`config.mk`:
```
export PLATFORM = sky130hd
export DESIGN_NAME = lsi_mul_cell
export DESIGN_NICKNAME = d
export VERILOG_FILES = /design/src/rtl/lsi_pkg.sv /design/src/rtl/lsi_mul_cell.sv
export SDC_FILE = /design/constraint.sdc
export NUM_CORES = 1
export LEC_CHECK = 0
export BUFFER_PORTS_ARGS = -buffer_cell sky130_fd_sc_hd__buf_2
export CAP_MARGIN = 10
export CORE_AREA = 3 3 366 368
export DETAILED_ROUTE_END_ITERATION = 16
export DIE_AREA = 0 0 369 371
export GPL_TIMING_DRIVEN = 0
export PLACE_DENSITY = 0.44
export SYNTH_ARGS = -nofsm -noshare
export SYNTH_HDL_FRONTEND = slang
export SYNTH_SLANG_ARGS = --single-unit
```
`constraint.sdc`:
```
create_clock -name clk -period 24.5 [get_ports clk]
set_input_delay 1.225 -clock clk [delete_from_list [all_inputs] [get_ports clk]]
set_output_delay 1.225 -clock clk [all_outputs]
set_load 0.005 [all_outputs]
```
`src/rtl/lsi_pkg.sv`:
```
package lsi_pkg;

    // Coordinate format: signed Q16.16 words.
    localparam int CW = 32;
    // Endpoint differences.
    localparam int EW = CW + 1;
    // Cross products (denominator and the two numerators).
    localparam int DW = 2 * CW + 3;
    // Unscaled meeting point numerators.
    localparam int NW = 3 * CW + 5;
    // Offset rounding numerator.
    localparam int SW = 3 * CW + 7;
    // Divider remainder.
    localparam int RW = 3 * CW + 4;

    typedef struct packed {
        logic                 mode;
        logic signed [CW-1:0] first_start_x;
        logic signed [CW-1:0] first_start_y;
        logic signed [CW-1:0] first_end_x;
        logic signed [CW-1:0] first_end_y;
        logic signed [CW-1:0] second_start_x;
        logic signed [CW-1:0] second_start_y;
        logic signed [CW-1:0] second_end_x;
        logic signed [CW-1:0] second_end_y;
    } lsi_in_t;

    typedef struct packed {
        logic                 hit;
        logic signed [CW-1:0] cross_x;
        logic signed [CW-1:0] cross_y;
        logic                 clipped;
    } lsi_out_t;

    // Word carried along the multiplier cells.
    typedef struct packed {
        logic                 hit;
        logic signed [DW-1:0] den;
        logic signed [DW-1:0] tn;
        logic signed [EW-1:0] ax;
        logic signed [EW-1:0] e1x;
        logic signed [EW-1:0] ay;
        logic signed [EW-1:0] e1y;
        logic signed [NW-1:0] nx;
        logic signed [NW-1:0] ny;
    } lsi_mul_t;

    // Word carried along the divider cells.
    typedef struct packed {
        logic          hit;
        logic [DW-1:0] den;
        logic [RW-1:0] rx;
        logic [RW-1:0] ry;
        logic [CW-1:0] qx;
        logic [CW-1:0] qy;
        logic          hi_x;
        logic          lo_x;
        logic          hi_y;
        logic          lo_y;
    } lsi_div_t;

endpackage

```
`src/rtl/lsi_mul_cell.sv`:
```
module lsi_mul_cell
    import lsi_pkg::*;
#(
    parameter int IDX = 0
)
(
    input  logic     clk,
    input  logic     rst_n,
    input  logic     in_valid,
    output logic     in_ready,
    input  lsi_mul_t in_data,
    output logic     out_valid,
    input  logic     out_ready,
    output lsi_mul_t out_data
);

    lsi_mul_t             data_reg, data_next;
    logic                 valid_reg;
    logic signed [NW-1:0] pd, pt, term_x, term_y;

    assign in_ready = !valid_reg || out_ready;

    // One multiplier bit of each coordinate; the top bit has negative weight.
    always_comb
    begin
        pd     = NW'(in_data.den) <<< IDX;
        pt     = NW'(in_data.tn) <<< IDX;
        term_x = (in_data.ax[IDX] ? pd : '0) + (in_data.e1x[IDX] ? pt : '0);
        term_y = (in_data.ay[IDX] ? pd : '0) + (in_data.e1y[IDX] ? pt : '0);
        data_next = in_data;
        if (IDX == EW - 1)
        begin
            data_next.nx = in_data.nx - term_x;
            data_next.ny = in_data.ny - term_y;
        end
        else
        begin
            data_next.nx = in_data.nx + term_x;
            data_next.ny = in_data.ny + term_y;
        end
    end

    always_ff @(posedge clk or negedge rst_n)
    begin
        if (!rst_n)
            valid_reg <= 1'b0;
        else if (in_ready)
            valid_reg <= in_valid;
    end

    always_ff @(posedge clk)
    begin
        if (in_ready && in_valid)
            data_reg <= data_next;
    end

    assign out_valid = valid_reg;
    assign out_data  = data_reg;

endmodule

```
Yosys cells after proc, flatten, opt, wreduce, memory -nomap -nowiden
Index checks and enable logic that the tools add are counted.
Widths: inputs -> output; s select.

storage, ports and cells
  flip-flop bits (word level) = 470
  input bits = 473
  output and inout port bits = 471
  word-level logic and storage cells = 21

cells by class
  add/subtract/negate cells = 4
  mux-type cells = 4
  reduce and logical (&&, ||, !) cells = 3

operator list
  kind               count
  $add 101x101->101  4
  $mux 101           4
  $logic_and 1x1->1  1
  $logic_not 1->1    1
  $logic_or 1x1->1   1

Depth between registers and ports, before layout
Gate-level depths: netlist of run 1.

  depth after elaboration = 3
  depth in mapped cells = 17
  gate-level depth less buffers = 16

Least setup slack after synthesis of run 1
No wires, ideal clock.

  kind = input-to-reg
  start point = in out_ready
  end point = reg data_reg, in the netlist out_data[0], enable pin
  library setup time = 896 ps
  arrival = 11999 ps
  data required time = 23604 ps
  setup slack = 11605 ps
  cell stages on the path = 2
  path buffers = 0
  cell sequence = nand2b_1 > and2_1

on the way
  cells in the longest elaborated chain, start to end = 2

ends and longest elaborated chain
  what                  line                text
  start, declared       lsi_mul_cell.sv:13  input logic out_ready,
  $logic_or 1x1->1      lsi_mul_cell.sv:21  assign in_ready = !valid_reg || out_ready;
  $logic_and 1x1->1     lsi_mul_cell.sv:53  if (in_ready && in_valid)
  end signal, assigned  lsi_mul_cell.sv:54  data_reg <= data_next;
  end, declared         lsi_mul_cell.sv:17  lsi_mul_t data_reg, data_next;

Every way passes these cells.
A chain may end at the register's enable or synchronous reset.

==> impl_metrics.json, run 1 <==
{
  "outcome": "complete, no violations",
  "core_region_area_um2": 131000,
  "post_cts_buffers": 0,
  "final_cell_area_um2": 41900,
  "ff_to_ff_path_depth": 5,
  "drt-vias-per-instance": 4.82,
  "area_grow_syn2layout_pct": 28.6,
  "boundaryPins": 944,
  "min-delay-path-class": "input pin to asynchronous set/reset pin",
  "crit_required_ps": 24980,
  "routed-via-count": 27904,
  "synth_top_flop_cell": "sky130_fd_sc_hd__edfxtp_1",
  "post_synth_main_area_contributors": "sky130_fd_sc_hd__edfxtp_1 43%, sky130_fd_sc_hd__fa_1 12%, sky130_fd_sc_hd__ha_1 7.6%",
  "fp.dieH_um": 371,
  "dr.first_iter.drc_count": 2068,
  "timing.critical_path.to_type": "register",
  "worst_setup_hold_path_clk_slew_ps": 60,
  "cts-root-to-sink-buffers": 3,
  "rsz0062_at_grt": "no",
  "firstDrtPassIters": 5,
  "worstSetupPathType": "input pin to register",
  "finalSetupViolCount": 0,
  "track_usage_pct": 23.0,
  "maximum_capacitance_violations": 0,
  "power.total_mw": 3.00,
  "tightest_slew_ps": 1010,
  "synth-async-reset-ratio_pct": 0.213,
  "ir_worst_vdd_v": 0.0000493,
  "worst_slack_setup_final_ps": 17470,
  "drive_above_1_share_pct": 26.8,
  "grt_pass1_wl_mm": 220,
  "yosys_warnings": 0,
  "drc_errors": 0,
  "synth_edf_count": 469,
  "worstPathMaxFanout": 11,
  "post_synthesis_instance_total": 2923,
  "initial_core_util_pct": 24.8,
  "yosysUniqueCellTypes": 72,
  "synth_area_leader_cell": "sky130_fd_sc_hd__edfxtp_1",
  "postRouteAntennaNets": 0,
  "fin_tns_setup_ps": 0,
  "antenna_violations_before_repair": 132,
  "p_leak_nw": 17.8,
  "finalWorstPathRequiredPeriod_ps": 7030,
  "synth-seq-area-share_pct": 43.4,
  "syn-mean-instance-area_um2": 11.1,
  "cp.arrival_ps": 7510,
  "die_w_um": 369,
  "achievable-frequency_mhz": 142,
  "synthTopCellsByCount": "469 x sky130_fd_sc_hd__edfxtp_1, 278 x sky130_fd_sc_hd__a21oi_1, 269 x sky130_fd_sc_hd__and2_1",
  "cts_hold_buffers": 0,
  "dpl-instance-area_um2": 39800,
  "htreeDepth": 2,
  "design.die.area_um2": 137000,
  "syn-num-nets": 3796,
  "finalClockSkew_ps": 18.2,
  "numPortBuffers": 943,
  "synth-seq-cells": 470,
  "number_of_global_route_vias_before_repair": 27893,
  "cts-root-buf": "sky130_fd_sc_hd__clkbuf_16",
  "cts_inserted_buffers": 59,
  "final_min_period_over_clock_period_pct": 28.7,
  "pin_count_of_the_biggest_net_entering_global_routing": 70,
  "post_cts.resized_instances": 0,
  "final_max_slew_viol_count": 0,
  "start_kind": "input pin",
  "wl_per_cell_um": 28.1,
  "postRouteWirelength_mm": 162,
  "report.final.hold_viol_count": 0,
  "dpl_worst_slack_ps": 16610,
  "worst_skew_pair.late_latency_ps": 690,
  "final_net_count": 4814,
  "cts.sinks": 470,
  "dp_hpwl_mm": 139,
  "cts_tree": "done",
  "floorplan.rows": 133,
  "synthMostInstantiatedCell": "sky130_fd_sc_hd__edfxtp_1",
  "synthDominantCellAreaShare_pct": 43.3,
  "netlist_area_um2": 32500,
  "grt.overflow.total": 0,
  "finalWeightedCongestion": 0.906,
  "worst_slew_margin_rel_pct": 30.9,
  "cellPowerDensity_nw_per_um2": 71.6
}
==> through the flow <==
stage | util [%] | cells | hold slack (ps)
floorplan | - | 2923 | 537
global placement | 30.1 | 5621 | 645
detailed placement | 30.3 | 5634 | 652
CTS | 31.8 | 5741 | 245
global route | 31.9 | 5744 | 265
finish | 31.9 | 5784 | 316
==> final timing paths <==
path | slack, ps | endpoint | from
setup reg to reg | 21930 | out_data[25]$_DFFE_PP_ | out_valid$_DFFE_PN0N_
hold reg to reg | 690 | out_valid$_DFFE_PN0N_ | out_valid$_DFFE_PN0N_
hold / removal | 320 | out_valid$_DFFE_PN0N_ | rst_n
setup / recovery | 17470 | out_data[97]$_DFFE_PP_ | in_data[202]
min in group clk | 690 | out_valid$_DFFE_PN0N_ | out_valid$_DFFE_PN0N_
max in group asynchronous | 24100 | out_valid$_DFFE_PN0N_ | rst_n
==> layout by cell type (no fill, tap or decap), types with 8 or more instances in the layout <==
master	count
sky130_fd_sc_hd__o21ai_1	35
sky130_fd_sc_hd__nand2b_1	17
sky130_fd_sc_hd__xnor2_1	116
sky130_fd_sc_hd__nor3_1	37
sky130_fd_sc_hd__or3_1	15
sky130_fd_sc_hd__clkbuf_16	59
sky130_fd_sc_hd__and3_1	11
sky130_fd_sc_hd__o211ai_1	15
sky130_fd_sc_hd__o21a_1	19
sky130_fd_sc_hd__edfxtp_1	469
sky130_fd_sc_hd__clkbuf_1	156
sky130_fd_sc_hd__o21ai_0	102
sky130_fd_sc_hd__inv_1	77
sky130_fd_sc_hd__buf_2	947
sky130_fd_sc_hd__fa_1	202
sky130_fd_sc_hd__and2_1	264
sky130_fd_sc_hd__xor2_1	80
sky130_fd_sc_hd__nor2_1	148
sky130_fd_sc_hd__diode_2	42
sky130_fd_sc_hd__nand4_1	93
sky130_fd_sc_hd__nor4_1	9
sky130_fd_sc_hd__a21oi_1	278
sky130_fd_sc_hd__ha_1	198
sky130_fd_sc_hd__buf_16	8
sky130_fd_sc_hd__nor2b_1	13
sky130_fd_sc_hd__o21bai_1	55
sky130_fd_sc_hd__a21o_1	115
sky130_fd_sc_hd__nand2_1	205
sky130_fd_sc_hd__o31ai_1	19
sky130_fd_sc_hd__a211oi_1	11
sky130_fd_sc_hd__a31oi_1	25
sky130_fd_sc_hd__nand3_1	30
==> routing by layer <==
layer  part of all wire (%)  GRT usage (%)
met4                    2.4           5.00
met3                    9.1           6.38
met5                   0.18              0
met1                     38           27.5
met2                     50           40.8
==> power breakdown <==
part | switching (mW) | total (mW) | internal [mW] | leakage (nW)
Sequential | 0.0251 | 1.05 | 1.02 | 4.48
Clock | 0.390 | 0.912 | 0.522 | 0.938
Combinational | 0.658 | 1.04 | 0.379 | 12.4
==> area by class of cell <==
type	instances	area (um^2)
Fill cell	13924	89300
Multi-Input combinational cell	2231	17600
Sequential cell	470	14100
Timing Repair Buffer	957	5040
Tap cell	1755	2200
Clock buffer	73	1530
Buffer	145	548
Clock inverter	34	448
Inverter	77	289
Antenna cell	42	105
==> critical path, cell delays in order <==
cell and delay [ps]:
sky130_fd_sc_hd__buf_2 130, sky130_fd_sc_hd__clkbuf_1 700, sky130_fd_sc_hd__clkbuf_1 810, sky130_fd_sc_hd__and2_1 250, sky130_fd_sc_hd__fa_1 440, sky130_fd_sc_hd__ha_1 390, sky130_fd_sc_hd__o211ai_1 110, sky130_fd_sc_hd__nor3_1 210
sky130_fd_sc_hd__a221oi_1 150, sky130_fd_sc_hd__nand3b_1 330, sky130_fd_sc_hd__o31ai_1 840, sky130_fd_sc_hd__a41o_1 480, sky130_fd_sc_hd__a21oi_2 180, sky130_fd_sc_hd__o311ai_2 410, sky130_fd_sc_hd__o221ai_1 280, sky130_fd_sc_hd__o2111a_1 300
sky130_fd_sc_hd__a311oi_1 220
==> flip-flops by register name (all words and copies together), names as in the netlist <==
register / cells
out_valid: 1
out_data: 469
==> kinds of logic after synthesis <==
kind of cell,synth area share [%]
compound gates,14.7
xor+xnor,5.27
fa+ha+maj,20.0
buf+inv,2.57
flops,43.4
mux,0.0615
simple gates,14.0
No activity file was read; power rests on OpenSTA's default activity.
==> inputs of run 2 (changes only) <==
Clock period 24.5 ns to 7.4 ns, I/O delays scaled along.
==> run 2 against run 1 <==
Net effect: final cell count rose by 3.8%; sequential power rose to 3.3 times the previous value; worst hold slack got worse by 300 ps; via count rose by 2.6%; die area did not move; non-clock buffer count rose by 221; sequential cell count did not move; design area rose by 5.0%; register-to-register slack got worse by 17000 ps; largest power group is now combinational cells; core utilization rose by 1.6 points; count of clock-buffer cells in the layout rose by 5.
==> impl_metrics.json, run 2 (same netlist as run 1, synthesis figures left out) <==
{
  "ir_worst_vdd_v": 0.000179,
  "final_net_count": 5036,
  "maximum_capacitance_violations": 0,
  "number_of_global_route_vias_before_repair": 28810,
  "routed-via-count": 28619,
  "area_grow_syn2layout_pct": 35.1,
  "crit_required_ps": 7900,
  "postRouteAntennaNets": 0,
  "tightest_slew_ps": 1260,
  "timing.critical_path.to_type": "register",
  "worst_setup_hold_path_clk_slew_ps": 60,
  "fp.dieH_um": 371,
  "antenna_violations_before_repair": 113,
  "worstSetupPathType": "input pin to register",
  "grt_util_met3_pct": 6.29,
  "finalWeightedCongestion": 0.892,
  "design.die.area_um2": 137000,
  "critPathLaunch": "in_data[202]",
  "grtUsageMet1_pct": 28.1,
  "numPortBuffers": 943,
  "finalClockSkew_ps": 25.6,
  "dpl_worst_slack_ps": 277,
  "dr.first_iter.drc_count": 1974,
  "finalWorstPathRequiredPeriod_ps": 6960,
  "worstPathMaxFanout": 10,
  "die_w_um": 369,
  "power_frac_comb_pct": 35.9,
  "firstDrtPassIters": 5,
  "postRouteWirelength_mm": 165,
  "worst_slack_setup_final_ps": 443,
  "boundaryPins": 944,
  "reg2reg_setup_slack_ps": 4450,
  "final_common_cell": "sky130_fd_sc_hd__buf_2",
  "cts.sinks": 470,
  "ff_to_ff_path_depth": 6,
  "worst_skew_pair.late_latency_ps": 690,
  "final_max_slew_viol_count": 0,
  "reg2reg_from": "out_valid$_DFFE_PN0N_",
  "netSwitchingPower_mw": 3.58,
  "drc_errors": 0,
  "cts-root-buf": "sky130_fd_sc_hd__clkbuf_16",
  "most_utilized_layer_in_the_global_route_result": "met2",
  "rsz0062_at_grt": "no",
  "min-delay-path-class": "input pin to register",
  "cp.arrival_ps": 7460,
  "start_kind": "input pin",
  "setup.worst_path.end": "out_data[98]$_DFFE_PP_",
  "p_sw_share_pct": 36.1,
  "cellPowerDensity_nw_per_um2": 225,
  "drive_above_1_share_pct": 25.3,
  "post_cts.resized_instances": 0,
  "wl_per_cell_um": 27.5,
  "power.clock.fraction_pct": 29.1,
  "drt-vias-per-instance": 4.77,
  "grt_pass1_wl_mm": 224,
  "report.final.hold_viol_count": 0,
  "grt.overflow.total": 0,
  "critical_path.reg2reg.endpoint": "out_data[365]$_DFFE_PP_",
  "flip_flop_count_of_the_largest_register_all_copies_and_words_added": 469,
  "finalSetupViolCount": 0,
  "htreeDepth": 2,
  "track_usage_pct": 23.4,
  "final_min_period_over_clock_period_pct": 94.0,
  "worst_slew_margin_rel_pct": 13.8,
  "p_leak_nw": 18.7,
  "core_region_area_um2": 131000,
  "dp_hpwl_mm": 140,
  "sequential_cell_area_um2": 14100,
  "power.total_mw": 9.89,
  "cts-root-to-sink-buffers": 3,
  "cts_tree": "done",
  "multiInputGateArea_um2": 17600,
  "achievable-frequency_mhz": 144,
  "mostFrequentLayoutCells": "947 x sky130_fd_sc_hd__buf_2, 469 x sky130_fd_sc_hd__edfxtp_1, 278 x sky130_fd_sc_hd__a21oi_1",
  "initial_core_util_pct": 24.8,
  "outcome": "complete, no violations",
  "timing.hold.ws_ps": 20.6,
  "floorplan.rows": 133,
  "grt_util_met2_pct": 41.2,
  "seqPwrFrac_pct": 35.0,
  "fillCellCount": 13717,
  "pin_count_of_the_biggest_net_entering_global_routing": 68,
  "cts_inserted_buffers": 60,
  "cellInternalPower_mw": 6.32
}
==> run 2: cell types whose count changed in the layout (fill, tap and decap cells not counted) <==
cell,previous run,this run
sky130_fd_sc_hd__dlymetal6s2s_1,1,0
sky130_fd_sc_hd__diode_2,42,43
sky130_fd_sc_hd__clkinv_2,3,7
sky130_fd_sc_hd__buf_16,8,9
sky130_fd_sc_hd__clkinv_4,5,3
sky130_fd_sc_hd__clkinv_1,7,6
sky130_fd_sc_hd__clkinvlp_4,5,4
sky130_fd_sc_hd__clkbuf_1,156,160
sky130_fd_sc_hd__buf_12,4,3
sky130_fd_sc_hd__inv_16,1,0
sky130_fd_sc_hd__clkbuf_16,59,60
sky130_fd_sc_hd__bufinv_16,7,3
sky130_fd_sc_hd__dlygate4sd3_1,0,222
==> run 2: stage by stage <==
stage                     setup TNS, ps  area (um^2)  utilization (%)  instances
after floorplan                       0        32500                -       2923
after global placement         -1219960        39500             30.1       5621
after detailed placement              0        39800             30.3       5634
after CTS                             0        43900             33.4       5962
after global routing                  0        43900             33.5       5966
final                                 0        44000             33.5       6006
==> run 2: final cells by class <==
class,count,area share (%)
tap,1755,4.99
clock buffer,78,3.57
multi-input combinational,2231,40.0
sequential,470,32.1
timing repair buffer,1178,16.5
clock inverter,29,0.680
antenna,43,0.245
inverter,77,0.657
buffer,145,1.25
==> run 2: power groups by stage <==
stage	sequential (mW)	clock (mW)	combinational (mW)
after floorplan	3.58	0	1.98
final	3.47	2.88	3.55
after global placement	3.58	0	3.46
after detailed placement	3.52	0	3.47
after CTS	3.47	2.98	3.60
after global routing	3.49	3.06	3.94
==> run 2: worst min path at each step <==
stage | startpoint | to | slack [ps] | depth (start not counted)
floorplan | rst_n | out_valid$_DFFE_PN0N_ | 70 | 0
detailed placement | rst_n | out_valid$_DFFE_PN0N_ | 150 | 1
finish | in_data[393] | out_data[393]$_DFFE_PP_ | 20 | 1
CTS | in_data[418] | out_data[418]$_DFFE_PP_ | 2 | 1
global placement | rst_n | out_valid$_DFFE_PN0N_ | 150 | 1
global route | in_data[408] | out_data[408]$_DFFE_PP_ | 5 | 1
==> run 2: timing repair <==
item                                   4_1_cts  5_1_grt
buffers inserted                             0        0
endpoints found under the hold margin      220        1
hold buffers                               221        1
==> run 2: worst max-delay path, cell delays in order <==
cell and delay [ps]:
sky130_fd_sc_hd__dlygate4sd3_1 520, sky130_fd_sc_hd__buf_2 170, sky130_fd_sc_hd__clkbuf_1 630, sky130_fd_sc_hd__clkbuf_1 730, sky130_fd_sc_hd__and2_1 250, sky130_fd_sc_hd__fa_1 450
sky130_fd_sc_hd__ha_1 390, sky130_fd_sc_hd__nand4_1 190, sky130_fd_sc_hd__o221a_2 300, sky130_fd_sc_hd__nor2b_1 170, sky130_fd_sc_hd__a2111oi_0 1090, sky130_fd_sc_hd__o211ai_1 260
sky130_fd_sc_hd__a211oi_2 390, sky130_fd_sc_hd__a31oi_1 370, sky130_fd_sc_hd__o21ai_1 420, sky130_fd_sc_hd__a31o_1 300, sky130_fd_sc_hd__a221o_1 190, sky130_fd_sc_hd__xor2_1 210
==> run 2: metal layers <==
layer,vias to the layer above,wire [um]
met5,-,224
met2,1145,82100
met3,214,13500
met4,36,4390
met1,14003,64800
li1,13221,-
