**config.mk**
```make
export PLATFORM = sky130hd
export DESIGN_NAME = lsi_div_cell
export DESIGN_NICKNAME = d
export VERILOG_FILES = /design/src/rtl/lsi_pkg.sv /design/src/rtl/lsi_div_cell.sv
export SDC_FILE = /design/constraint.sdc
export NUM_CORES = 1
export LEC_CHECK = 0
export BUFFER_PORTS_ARGS = -buffer_cell sky130_fd_sc_hd__buf_2
export CORE_AREA = 2 2 263 265
export DETAILED_ROUTE_END_ITERATION = 10
export DIE_AREA = 0 0 265 267
export PLACE_DENSITY = 0.58
export SETUP_SLACK_MARGIN = 0.05
export SYNTH_ARGS = -nofsm -noshare
export SYNTH_HDL_FRONTEND = slang
export SYNTH_SLANG_ARGS = --single-unit
```
**constraint.sdc**
```tcl
create_clock -name clk -period 8 [get_ports clk]
set_input_delay 0.4 -clock clk [delete_from_list [all_inputs] [get_ports clk]]
set_output_delay 0.4 -clock clk [all_outputs]
set_load 0.02 [all_outputs]
```
**src/rtl/lsi_pkg.sv**
```systemverilog
package lsi_pkg;

    // Coordinate format: signed Q16.16 words.
    localparam int CW = 32;
    // Endpoint differences.
    localparam int EW = CW + 1;
    // Cross products (denominator and the two numerators).
    localparam int DW = 2 * CW + 3;
    // Unscaled meeting point numerators.
    localparam int NW = 3 * CW + 5;
    // Offset rounding numerator.
    localparam int SW = 3 * CW + 7;
    // Divider remainder.
    localparam int RW = 3 * CW + 4;

    typedef struct packed {
        logic                 mode;
        logic signed [CW-1:0] first_start_x;
        logic signed [CW-1:0] first_start_y;
        logic signed [CW-1:0] first_end_x;
        logic signed [CW-1:0] first_end_y;
        logic signed [CW-1:0] second_start_x;
        logic signed [CW-1:0] second_start_y;
        logic signed [CW-1:0] second_end_x;
        logic signed [CW-1:0] second_end_y;
    } lsi_in_t;

    typedef struct packed {
        logic                 hit;
        logic signed [CW-1:0] cross_x;
        logic signed [CW-1:0] cross_y;
        logic                 clipped;
    } lsi_out_t;

    // Word carried along the multiplier cells.
    typedef struct packed {
        logic                 hit;
        logic signed [DW-1:0] den;
        logic signed [DW-1:0] tn;
        logic signed [EW-1:0] ax;
        logic signed [EW-1:0] e1x;
        logic signed [EW-1:0] ay;
        logic signed [EW-1:0] e1y;
        logic signed [NW-1:0] nx;
        logic signed [NW-1:0] ny;
    } lsi_mul_t;

    // Word carried along the divider cells.
    typedef struct packed {
        logic          hit;
        logic [DW-1:0] den;
        logic [RW-1:0] rx;
        logic [RW-1:0] ry;
        logic [CW-1:0] qx;
        logic [CW-1:0] qy;
        logic          hi_x;
        logic          lo_x;
        logic          hi_y;
        logic          lo_y;
    } lsi_div_t;

endpackage

```
**src/rtl/lsi_div_cell.sv**
```systemverilog
module lsi_div_cell
    import lsi_pkg::*;
#(
    parameter int IDX = 0
)
(
    input  logic     clk,
    input  logic     rst_n,
    input  logic     in_valid,
    output logic     in_ready,
    input  lsi_div_t in_data,
    output logic     out_valid,
    input  logic     out_ready,
    output lsi_div_t out_data
);

    lsi_div_t      data_reg, data_next;
    logic          valid_reg;
    logic [RW-1:0] ds;
    logic          gx, gy;

    assign in_ready = !valid_reg || out_ready;

    // One restoring step per coordinate against twice the denominator, shifted.
    always_comb
    begin
        ds        = RW'(in_data.den) << (IDX + 1);
        gx        = in_data.rx >= ds;
        gy        = in_data.ry >= ds;
        data_next = in_data;
        data_next.rx      = gx ? in_data.rx - ds : in_data.rx;
        data_next.ry      = gy ? in_data.ry - ds : in_data.ry;
        data_next.qx[IDX] = gx;
        data_next.qy[IDX] = gy;
    end

    always_ff @(posedge clk or negedge rst_n)
    begin
        if (!rst_n)
            valid_reg <= 1'b0;
        else if (in_ready)
            valid_reg <= in_valid;
    end

    always_ff @(posedge clk)
    begin
        if (in_ready && in_valid)
            data_reg <= data_next;
    end

    assign out_valid = valid_reg;
    assign out_data  = data_reg;

endmodule

```
After elaboration in Yosys (flattened, before gate mapping). Index checks and enable logic that the tools add are counted. W data, S select, Z words.

Add/sub/neg operators: 2. $lt $le $gt $ge: 2. Mux-type cells: 2. Reduce and logical (&&, ||, !) cells: 3.

Operator list (count): $ge A100 B68 Y1 (2); $mux W100 (2); $sub A100 B68 Y100 (2); $logic_and A1 B1 Y1 (1); $logic_not A1 Y1 (1); $logic_or A1 B1 Y1 (1).

Flip-flop bits (word level): 337. Input port bits: 340. Output and inout bits: 338. Word-level logic and storage cells: 20.

Longest topological paths before layout. Gate-level depths: netlist (run 1).

Word-level depth: 3. Gate-level depth with buffers: 15. Gate-level depth less buffers: 13.

Least setup slack after synthesis (run 1). Ideal clock, no wire load.

Path kind: reg-to-reg. Start point: register valid_reg (netlist: out_valid). End point: register data_reg, in the netlist out_data[0] (enable). Setup time: 740 ps. Arrival time: 8348 ps. Required time: 7260 ps. Slack: -1088 ps. Stages on the path, launching flop included: 3. Buffers on the path: 0. Clock period less this slack: 9088 ps. Cell sequence: dfrtp_1 -> nand2b_1 -> and2_1.

Cells in the longest elaborated chain, start to end: 3.

Ends and longest elaborated chain: start: declaration (RTL line lsi_div_cell.sv:18) `logic valid_reg;`; start signal: assignment (RTL line lsi_div_cell.sv:42) `valid_reg <= in_valid;`; $logic_not A1 Y1 (RTL line lsi_div_cell.sv:22) `assign in_ready = !valid_reg || out_ready;`; $logic_or A1 B1 Y1 (RTL line lsi_div_cell.sv:22); via in_ready (RTL line lsi_div_cell.sv:10) `output logic in_ready,`; $logic_and A1 B1 Y1 (RTL line lsi_div_cell.sv:47) `if (in_ready && in_valid)`; end signal: assignment (RTL line lsi_div_cell.sv:48) `data_reg <= data_next;`; end: declaration (RTL line lsi_div_cell.sv:17) `lsi_div_t data_reg, data_next;`.

The timed path passes the listed nets, and every way through them passes these cells. A chain may end at the register's enable or synchronous reset.

==> results of run 1 <==
metrics by stage:
stage / util, % / area [µm²] / instances
global placement: 39.4 / 26800 / 3864
finish: 43.4 / 29500 / 4076
detailed placement: 39.4 / 26800 / 3864
CTS: 43.3 / 29500 / 4069
floorplan: - / 22600 / 2398
global route: 43.4 / 29500 / 4075
timing repair:
action | 4_1_cts | 5_1_grt
hold buffers | 124 | 0
setup endpoints to repair | 0 | 0
endpoints found under the hold margin | 124 | 0
synthesized netlist by cell type, drive strengths merged (16+ instances only):
library cell	count
a211oi	16
a21o	58
a21oi	207
a31oi	19
buf	24
clkbuf	79
edfxtp	336
ha	134
inv	121
nand2	322
nand3	36
nand4	67
nor2	132
nor3	61
nor4	39
o211ai	22
o21a	19
o21ai	238
o21bai	42
or2	16
or3	22
xnor2	108
xor2	79
area by class of cell:
| class | count | area (µm²) |
|---|---|---|
| diodes | 7 | 17.5 |
| fillers | 6760 | 38500 |
| inverters | 121 | 454 |
| well taps | 882 | 1100 |
| clock inverters | 27 | 249 |
| multi-input cells | 1837 | 11600 |
| flip-flops and latches | 337 | 10100 |
| repair buffers | 811 | 4750 |
| clock buffers | 54 | 1170 |
placed cells by master, fill, tap and decap left out, types with 42 or more instances in the layout:
| master | netlist | layout |
|---|---|---|
| xor2_1 | 79 | 79 |
| inv_1 | 120 | 120 |
| a21oi_1 | 207 | 207 |
| buf_2 | 15 | 675 |
| dlygate4sd3_1 | 0 | 124 |
| nand2_1 | 321 | 321 |
| xnor2_1 | 108 | 108 |
| o21ai_0 | 232 | 232 |
| nor3_1 | 60 | 60 |
| o21bai_1 | 42 | 42 |
| nand4_1 | 67 | 67 |
| clkbuf_16 | 0 | 44 |
| edfxtp_1 | 336 | 336 |
| ha_1 | 134 | 134 |
| a21o_1 | 58 | 58 |
| nor2_1 | 132 | 132 |
final timing paths:
check                                   from             to
worst max-delay path            in_data[272]  out_data[166]
worst min-delay path            in_data[312]  out_data[312]
worst max register to register     out_valid  out_data[167]
worst min register to register     out_valid      out_valid
max in group asynchronous              rst_n      out_valid
min in group asynchronous              rst_n      out_valid
per-layer routing:
| layer | vias to the layer above | wire (µm) |
|---|---|---|
| li1 | 10400 | - |
| met4 | 12 | 3390 |
| met2 | 937 | 42500 |
| met5 | - | 73 |
| met1 | 10300 | 39900 |
| met3 | 157 | 7690 |
state kept, by name, indices dropped and copies added (netlist names):
register   cells
out_data     336
out_valid      1
power by group through the flow:
| stage | clock network (mW) | logic (mW) | registers, mW |
|---|---|---|---|
| floorplan | 0 | 0.717 | 2.41 |
| global placement | 0 | 1.45 | 2.22 |
| detailed placement | 0 | 1.45 | 2.22 |
| CTS | 2.03 | 1.51 | 2.19 |
| global route | 2.09 | 1.64 | 2.20 |
| finish | 1.98 | 1.52 | 2.19 |
logic make-up (layout without fill, tap and decap cells):
kind of cell             Yosys count  after routing
flip-flops                       337            337
AO/OA/AOI/OAI                    714            714
other                              0              7
multiplexers                       4              4
buffers and inverters            224           1013
XOR/XNOR                         187            187
adder cells (fa/ha/maj)          136            136
AND/OR/NAND/NOR                  796            796
==> results.sh, run 1 <==
export IMPL_worst_setup_path_end_kind="register"
export IMPL_grt_use_total_pct=25.3
export IMPL_start_util_pct=33.3
export IMPL_synth_edff_count=336
export IMPL_seq_power_share_pct=38.5
export IMPL_finalWorstSetupSlack_ns=3.16
export IMPL_worstRegToRegCells=3
export IMPL_ys_seq_area_share_pct=44.7
export IMPL_grt_busiest_layer="met2"
export IMPL_tns_ns=0
export IMPL_critPathMaxFanout=6
export IMPL_cpMaxStageDelayCell="o21ai_0"
export IMPL_switchingPower_mw=1.86
export IMPL_wirelength_um=93500
export IMPL_synth_top_family_by_area="compound AO/OA/AOI/OAI gates"
export IMPL_fmax_mhz=206
export IMPL_netlist_area_um2=22600
export IMPL_yosysTopAreaCell="edfxtp_1"
export IMPL_p_leak_nw=11.9
export IMPL_worst_pin_slew_ns=0.959
export IMPL_design_die_area_um2=70800
export IMPL_hpwl_um=75300
export IMPL_final_nets=3628
export IMPL_synth_fa_ha_area_share_pct=7.59
export IMPL_port_buffers=675
export IMPL_area_growth_pct=30.3
export IMPL_critical_path_top_delay_family="compound AO/OA/AOI/OAI gates"
export IMPL_rsz0062_at_grt="no"
export IMPL_synthCells=2398
export IMPL_synth_cell_types=82
export IMPL_grt_pass1_vias=21000
export IMPL_rows=96
export IMPL_hold_viol=0
export IMPL_outcome="completed"
export IMPL_cts_setup_buffers=0
export IMPL_path_buf_inv=3
export IMPL_core_um2=68000
export IMPL_clkTransAtPathRegs_ns=0.05
export IMPL_ys_ff_latch=337
export IMPL_avgViaCountPerCell=5.37
export IMPL_drive_gt1_share_pct=24.9
export IMPL_syn_area_per_cell_um2=9.43
export IMPL_max_stage_delay_ns=0.74
export IMPL_vdd_ir_drop_max_mv=0.144
export IMPL_hold_path_depth=1
export IMPL_drt_pre_antenna_iters=6
export IMPL_synth_compound_area_share_pct=19.2
export IMPL_synth_simple_area_share_pct=17.2
export IMPL_cts_sinks=337
export IMPL_cts_buffer_depth=3
export IMPL_dieHeight_um=267
export IMPL_gp_congestion=0.957
export IMPL_hold_ws_ns=0.0277
export IMPL_antenna_found_initial=14
export IMPL_cts_buffers=44
export IMPL_arrival_ns=5.11
export IMPL_intPower_mw=3.82
export IMPL_num_vias=21900
export IMPL_power_frac_clock_pct=34.8
export IMPL_post_synth_top_area_fraction_pct=44.6
export IMPL_grt_max_degree=140
export IMPL_yosys_warnings=0
export IMPL_synth_xor_area_share_pct=7.24
export IMPL_cts_resized=0
export IMPL_use_met3_pct=5.77
export IMPL_final_period_utilization_pct=60.5
export IMPL_power_total_mw=5.68
export IMPL_cts_root_buffer="clkbuf_16"
export IMPL_die_w_um=265
export IMPL_slew_violations=0
export IMPL_async_flop_share_pct=0.297
export IMPL_combPwrFrac_pct=26.8
export IMPL_power_density_nw_per_um2=193
export IMPL_drc=0
export IMPL_place_ws_ns=3.12
export IMPL_relSlewSlack_pct=35.4
export IMPL_rrSetupSlack_ns=5.53
export IMPL_met1_usage_pct=33.4
export IMPL_ant_nets=0
export IMPL_hold_class="input port to register"
export IMPL_crit_type="input port to register"
export IMPL_cts_tree="built"
export IMPL_clock_skew_final_ns=0.0142
export IMPL_use_met2_pct=40.5
export IMPL_critical_path_depth=12
export IMPL_synth_mux_area_share_pct=0.188
export IMPL_p_sw_share_pct=32.8
export IMPL_synthFlopType="edfxtp_1"
export IMPL_drt_iter0_drc=2126
export IMPL_htreeDepth=2
export IMPL_max_cap_viol_count=0
export IMPL_grt_overflow=0
export IMPL_cp_required_ns=8.27
export IMPL_avgRoutedWirePerCell_um=22.9
export IMPL_cp_cell_sequence="dlygate4sd3_1, buf_2, inv_1, ha_1, a21o_1, a211o_1, o21ai_0, nor2_1, o2111ai_1, nand3_1, a2111oi_1, xor2_1"
export IMPL_setup_viol=0
export IMPL_synth_area_leaders="edfxtp_1 45%, ha_1 7.4%, nand2_1 5.3%"
export IMPL_grt_pass1_wl_um=134000
export IMPL_io_pins=678
export IMPL_synth_fp_nets=2874
export IMPL_critPathLaunchType="input port"
export IMPL_fin_crit_ns=4.84
export IMPL_worstSkewPairLatency_ns=0.58
No activity file was read; power rests on OpenSTA's default activity.
==> inputs of run 2 (changes only) <==
- clock period: 8 -> 4.1 ns (I/O delays scaled with it)
==> results.sh, run 2 (synthesis results as in run 1) <==
export IMPL_outcome="completed"
export IMPL_drc=0
export IMPL_grt_use_total_pct=26.1
export IMPL_vdd_ir_drop_max_mv=0.282
export IMPL_critPathMaxFanout=8
export IMPL_max_cap_viol_count=0
export IMPL_worst_pin_slew_ns=1.08
export IMPL_cts_root_buffer="clkbuf_16"
export IMPL_power_frac_clock_pct=33.1
export IMPL_seq_power_share_pct=38.2
export IMPL_fmax_mhz=258
export IMPL_area_growth_pct=41.4
export IMPL_cpMaxStageDelayCell="dlygate4sd3_1"
export IMPL_switchingPower_mw=3.71
export IMPL_die_w_um=265
export IMPL_final_period_utilization_pct=94.4
export IMPL_critPathLaunchType="input port"
export IMPL_final_core_util_pct=47.1
export IMPL_cp_cell_sequence="dlygate4sd3_1, buf_2, inv_1, ha_1, nand4_1, nor4_1, nand2_1, o221ai_1, nor3_1, buf_4, a2111oi_0, buf_4, o21ba_2, and4bb_2, xor2_1"
export IMPL_ant_nets=0
export IMPL_path_common_cell="buf_4"
export IMPL_final_cells=4344
export IMPL_final_common_cell="buf_2"
export IMPL_power_density_nw_per_um2=350
export IMPL_cts_setup_buffers=0
export IMPL_worst_setup_path_end_kind="register"
export IMPL_clkTransAtPathRegs_ns=0.06
export IMPL_rows=96
export IMPL_cp_required_ns=4.43
export IMPL_relSlewSlack_pct=26.7
export IMPL_max_stage_delay_ns=0.53
export IMPL_hold_viol=0
export IMPL_setup_viol=0
export IMPL_num_vias=23100
export IMPL_cts_buffers=42
export IMPL_gp_congestion=0.952
export IMPL_crit_type="input port to register"
export IMPL_grt_overflow=0
export IMPL_p_sw_share_pct=33.2
export IMPL_grt_pass1_vias=22300
export IMPL_layout_common_cells="675 x buf_2, 336 x edfxtp_1, 321 x nand2_1"
export IMPL_clock_skew_final_ns=0.0114
export IMPL_final_nets=3903
export IMPL_avgRoutedWirePerCell_um=22.3
export IMPL_slew_violations=0
export IMPL_grt_max_degree=101
export IMPL_place_ws_ns=0.134
export IMPL_cts_sinks=337
export IMPL_port_buffers=675
export IMPL_drt_iter0_drc=1792
export IMPL_design_die_area_um2=70800
export IMPL_io_pins=678
export IMPL_hpwl_um=78300
export IMPL_avgViaCountPerCell=5.31
export IMPL_p_leak_nw=13.1
export IMPL_intPower_mw=7.48
export IMPL_grt_pass1_wl_um=140000
export IMPL_core_um2=68000
export IMPL_htreeDepth=2
export IMPL_finalWorstSetupSlack_ns=0.230
export IMPL_start_util_pct=33.3
export IMPL_combPwrFrac_pct=28.8
export IMPL_drt_pre_antenna_iters=6
export IMPL_rsz0062_at_grt="no"
export IMPL_fin_crit_ns=3.87
export IMPL_dieHeight_um=267
export IMPL_tns_ns=0
export IMPL_arrival_ns=4.20
export IMPL_rrSetupSlack_ns=1.91
export IMPL_cts_buffer_depth=3
export IMPL_antenna_found_initial=5
export IMPL_hold_ws_ns=0.0288
export IMPL_hold_class="input port to register"
export IMPL_wirelength_um=96800
export IMPL_fillCellCount=6536
export IMPL_cts_tree="built"
export IMPL_worstSkewPairLatency_ns=0.57
export IMPL_dp_cells=3957
export IMPL_drive_gt1_share_pct=25.6
export IMPL_largest_reg_flops=336
run 2: cell types whose count changed in the layout (fill, tap and decap cells not counted), sizes merged, moves of 2 or more:
| cell | previous run | this run |
|---|---|---|
| dlygate4sd3 | 124 | 308 |
| buf | 687 | 780 |
| clkbuf | 54 | 46 |
| diode | 7 | 2 |
| clkinv | 16 | 18 |
| inv | 124 | 126 |
run 2: repair_timing:
action,in CTS,in global routing
hold endpoints to repair,306,0
gates resized for setup,0,4
endpoints found under the setup margin,0,40
hold buffers,308,0
run 2: final timing paths:
check | startpoint | to | cells past startpoint
worst max-delay path | in_data[312] | out_data[253] | 15
worst min-delay path | in_data[165] | out_data[165] | 2
max in group asynchronous | rst_n | out_valid | 3
worst min register to register | out_valid | out_data[241] | 2
worst max register to register | out_valid | out_data[306] | 3
min in group asynchronous | rst_n | out_valid | 3
run 2: layout make-up:
cell class | count | area, µm² | area share, %
multi-input cells | 1837 | 11600 | 36.4
flip-flops and latches | 337 | 10100 | 31.6
repair buffers | 1088 | 7320 | 22.9
well taps | 882 | 1100 | 3.45
clock buffers | 46 | 1090 | 3.40
inverters | 121 | 454 | 1.42
clock inverters | 31 | 264 | 0.825
diodes | 2 | 5.00 | 0.0156
run 2: per-stage QoR:
step | total power, mW | cell area [µm²]
floorplan | 6.08 | 22600
global placement | 7.27 | 27500
detailed placement | 7.27 | 27500
CTS | 11.3 | 32000
global route | 11.7 | 32000
finish | 11.2 | 32000
run 2: worst max-delay path, delay by kind of cell:
kind | cells | cell delay [ns]
simple gates | 5 | 1.26
buf+inv | 5 | 1.16
compound gates | 3 | 0.95
fa+ha+maj | 1 | 0.48
xor+xnor | 1 | 0.13
run 2: layer usage:
metal	GRT usage (%)	vias to the layer above	share of wire, %
met3	3.81	124	7.0
met5	0	-	0.021
met1	35.8	11000	44
li1	-	11000	-
met2	43.2	974	47
met4	6.63	4	2.5
run 2: power by group through the flow:
stage | logic, mW | clock network [mW] | registers [mW]
after global routing | 3.47 | 3.90 | 4.30
after floorplan | 1.40 | 0 | 4.68
after CTS | 3.19 | 3.79 | 4.28
final | 3.22 | 3.70 | 4.28
after global placement | 2.93 | 0 | 4.34
after detailed placement | 2.93 | 0 | 4.34
==> inputs of run 3 (changes only) <==
- ABC_CLOCK_PERIOD_IN_PS: unset -> 4100
- SETUP_SLACK_MARGIN: 0.05 -> 0.3
==> results.sh, run 3 (synthesis results as in run 1) <==
export IMPL_tns_ns=0
export IMPL_final_period_utilization_pct=89.0
export IMPL_cts_sinks=337
export IMPL_arrival_ns=3.95
export IMPL_crit_type="input port to register"
export IMPL_combPwrFrac_pct=28.8
export IMPL_final_cells=4346
export IMPL_grt_max_degree=101
export IMPL_grt_use_total_pct=26.2
export IMPL_die_w_um=265
export IMPL_antenna_found_initial=5
export IMPL_drive_gt1_share_pct=26.2
export IMPL_power_frac_clock_pct=33.0
export IMPL_power_density_nw_per_um2=349
export IMPL_ant_nets=0
export IMPL_cts_buffer_depth=3
export IMPL_switchingPower_mw=3.72
export IMPL_max_cap_viol_count=0
export IMPL_cts_root_buffer="clkbuf_16"
export IMPL_clkTransAtPathRegs_ns=0.06
export IMPL_port_buffers=675
export IMPL_cts_tree="built"
export IMPL_gp_congestion=0.952
export IMPL_clock_skew_final_ns=0.0151
export IMPL_worstSkewPairLatency_ns=0.58
export IMPL_vdd_ir_drop_max_mv=0.284
export IMPL_dp_cells=3957
export IMPL_grt_pass1_vias=22400
export IMPL_fin_crit_ns=3.65
export IMPL_intPower_mw=7.49
export IMPL_io_pins=678
export IMPL_worst_pin_slew_ns=1.03
export IMPL_area_growth_pct=42.0
export IMPL_p_leak_nw=13.1
export IMPL_fmax_mhz=274
export IMPL_drc=0
export IMPL_dieHeight_um=267
export IMPL_cts_buffers=42
export IMPL_rsz0062_at_grt="no"
export IMPL_critPathLaunchType="input port"
export IMPL_avgViaCountPerCell=5.30
export IMPL_htreeDepth=2
export IMPL_seq_power_share_pct=38.2
export IMPL_core_um2=68000
export IMPL_final_common_cell="buf_2"
export IMPL_grt_overflow=0
export IMPL_outcome="completed"
export IMPL_grt_pass1_wl_um=140000
export IMPL_drt_iter0_drc=2007
export IMPL_p_sw_share_pct=33.2
export IMPL_num_vias=23000
export IMPL_drt_pre_antenna_iters=6
export IMPL_worst_setup_path_end_kind="register"
export IMPL_avgRoutedWirePerCell_um=22.4
export IMPL_layout_common_cells="675 x buf_2, 336 x edfxtp_1, 321 x nand2_1"
export IMPL_largest_reg_flops=336
export IMPL_power_total_mw=11.2
export IMPL_critPathMaxFanout=8
export IMPL_rows=96
export IMPL_wirelength_um=97200
export IMPL_final_nets=3905
export IMPL_slew_violations=0
export IMPL_start_util_pct=33.3
export IMPL_hpwl_um=78300
export IMPL_setup_viol=0
export IMPL_hold_class="input port to register"
export IMPL_design_die_area_um2=70800
export IMPL_hold_viol=0
export IMPL_relSlewSlack_pct=30.6
export IMPL_cp_required_ns=4.40
run 3: cell count changes in the layout (fill, tap and decap cells not counted), sizes merged:
cell,previous run,this run
clkbuf,46,47
buf,780,781
run 3: power groups by stage:
stage	logic, mW	registers (mW)	clock network [mW]
after floorplan	1.40	4.68	0
after global placement	2.93	4.34	0
after detailed placement	2.93	4.34	0
after CTS	3.18	4.28	3.79
after global routing	3.48	4.30	3.90
final	3.23	4.28	3.70
run 3: cell type report:
type,count,area (µm²)
Inverter,121,454
Antenna cell,2,5.00
Fill cell,6556,35900
Timing Repair Buffer,1090,7360
Multi-Input combinational cell,1837,11700
Clock inverter,31,264
Clock buffer,46,1090
Tap cell,882,1100
Sequential cell,337,10100
run 3: metal layers:
metal  track usage (%)  wire [µm]  share of wire (%)  up-vias
li1                  -          -                  -    11000
met1              35.8      42800                 44    11000
met2              43.4      45300                 47      938
met3              3.78       6600                6.8      127
met4              6.63       2420                2.5        4
met5                 0         20              0.021        -
run 3: path summary, 6_finish.rpt:
check / start / end / slack, ns / cells past startpoint
worst max register to register: out_valid / out_data[306] / 1.92 / 3
min in group asynchronous: rst_n / out_valid / 0.48 / 3
worst min-delay path: in_data[165] / out_data[165] / 0.03 / 2
worst min register to register: out_valid / out_data[45] / 1.13 / 2
max in group asynchronous: rst_n / out_valid / 3.52 / 3
worst max-delay path: in_data[82] / out_data[153] / 0.45 / 14
run 3: critical path: stages:
cell	delay, ns
dlygate4sd3_1	0.55
buf_2	0.14
ha_1	0.44
a21o_1	0.20
a211oi_1	0.08
buf_4	0.15
a2111oi_1	0.54
a21oi_2	0.17
a21oi_1	0.49
o21ai_0	0.17
buf_4	0.18
a31oi_1	0.33
nor3_1	0.14
xor2_1	0.16
run 3: repair_timing:
| action | in CTS | in global routing |
|---|---|---|
| buffers inserted | 0 | 1 |
| resized for setup | 0 | 32 |
| hold buffers | 308 | 0 |
| endpoints found under the hold margin | 306 | 0 |
| setup endpoints to repair | 0 | 101 |
run 3: per-stage QoR:
step / instance area, µm² / hold slack [ns] / util (%) / worst slack (ns)
floorplan: 22600 / -0.0906 / - / 0.575
global placement: 27500 / -0.0194 / 40.5 / 0.128
detailed placement: 27500 / -0.0116 / 40.5 / 0.134
CTS: 32000 / 0.000222 / 47.0 / 0.313
global route: 32100 / 0.0142 / 47.2 / 0.273
finish: 32100 / 0.0333 / 47.2 / 0.451
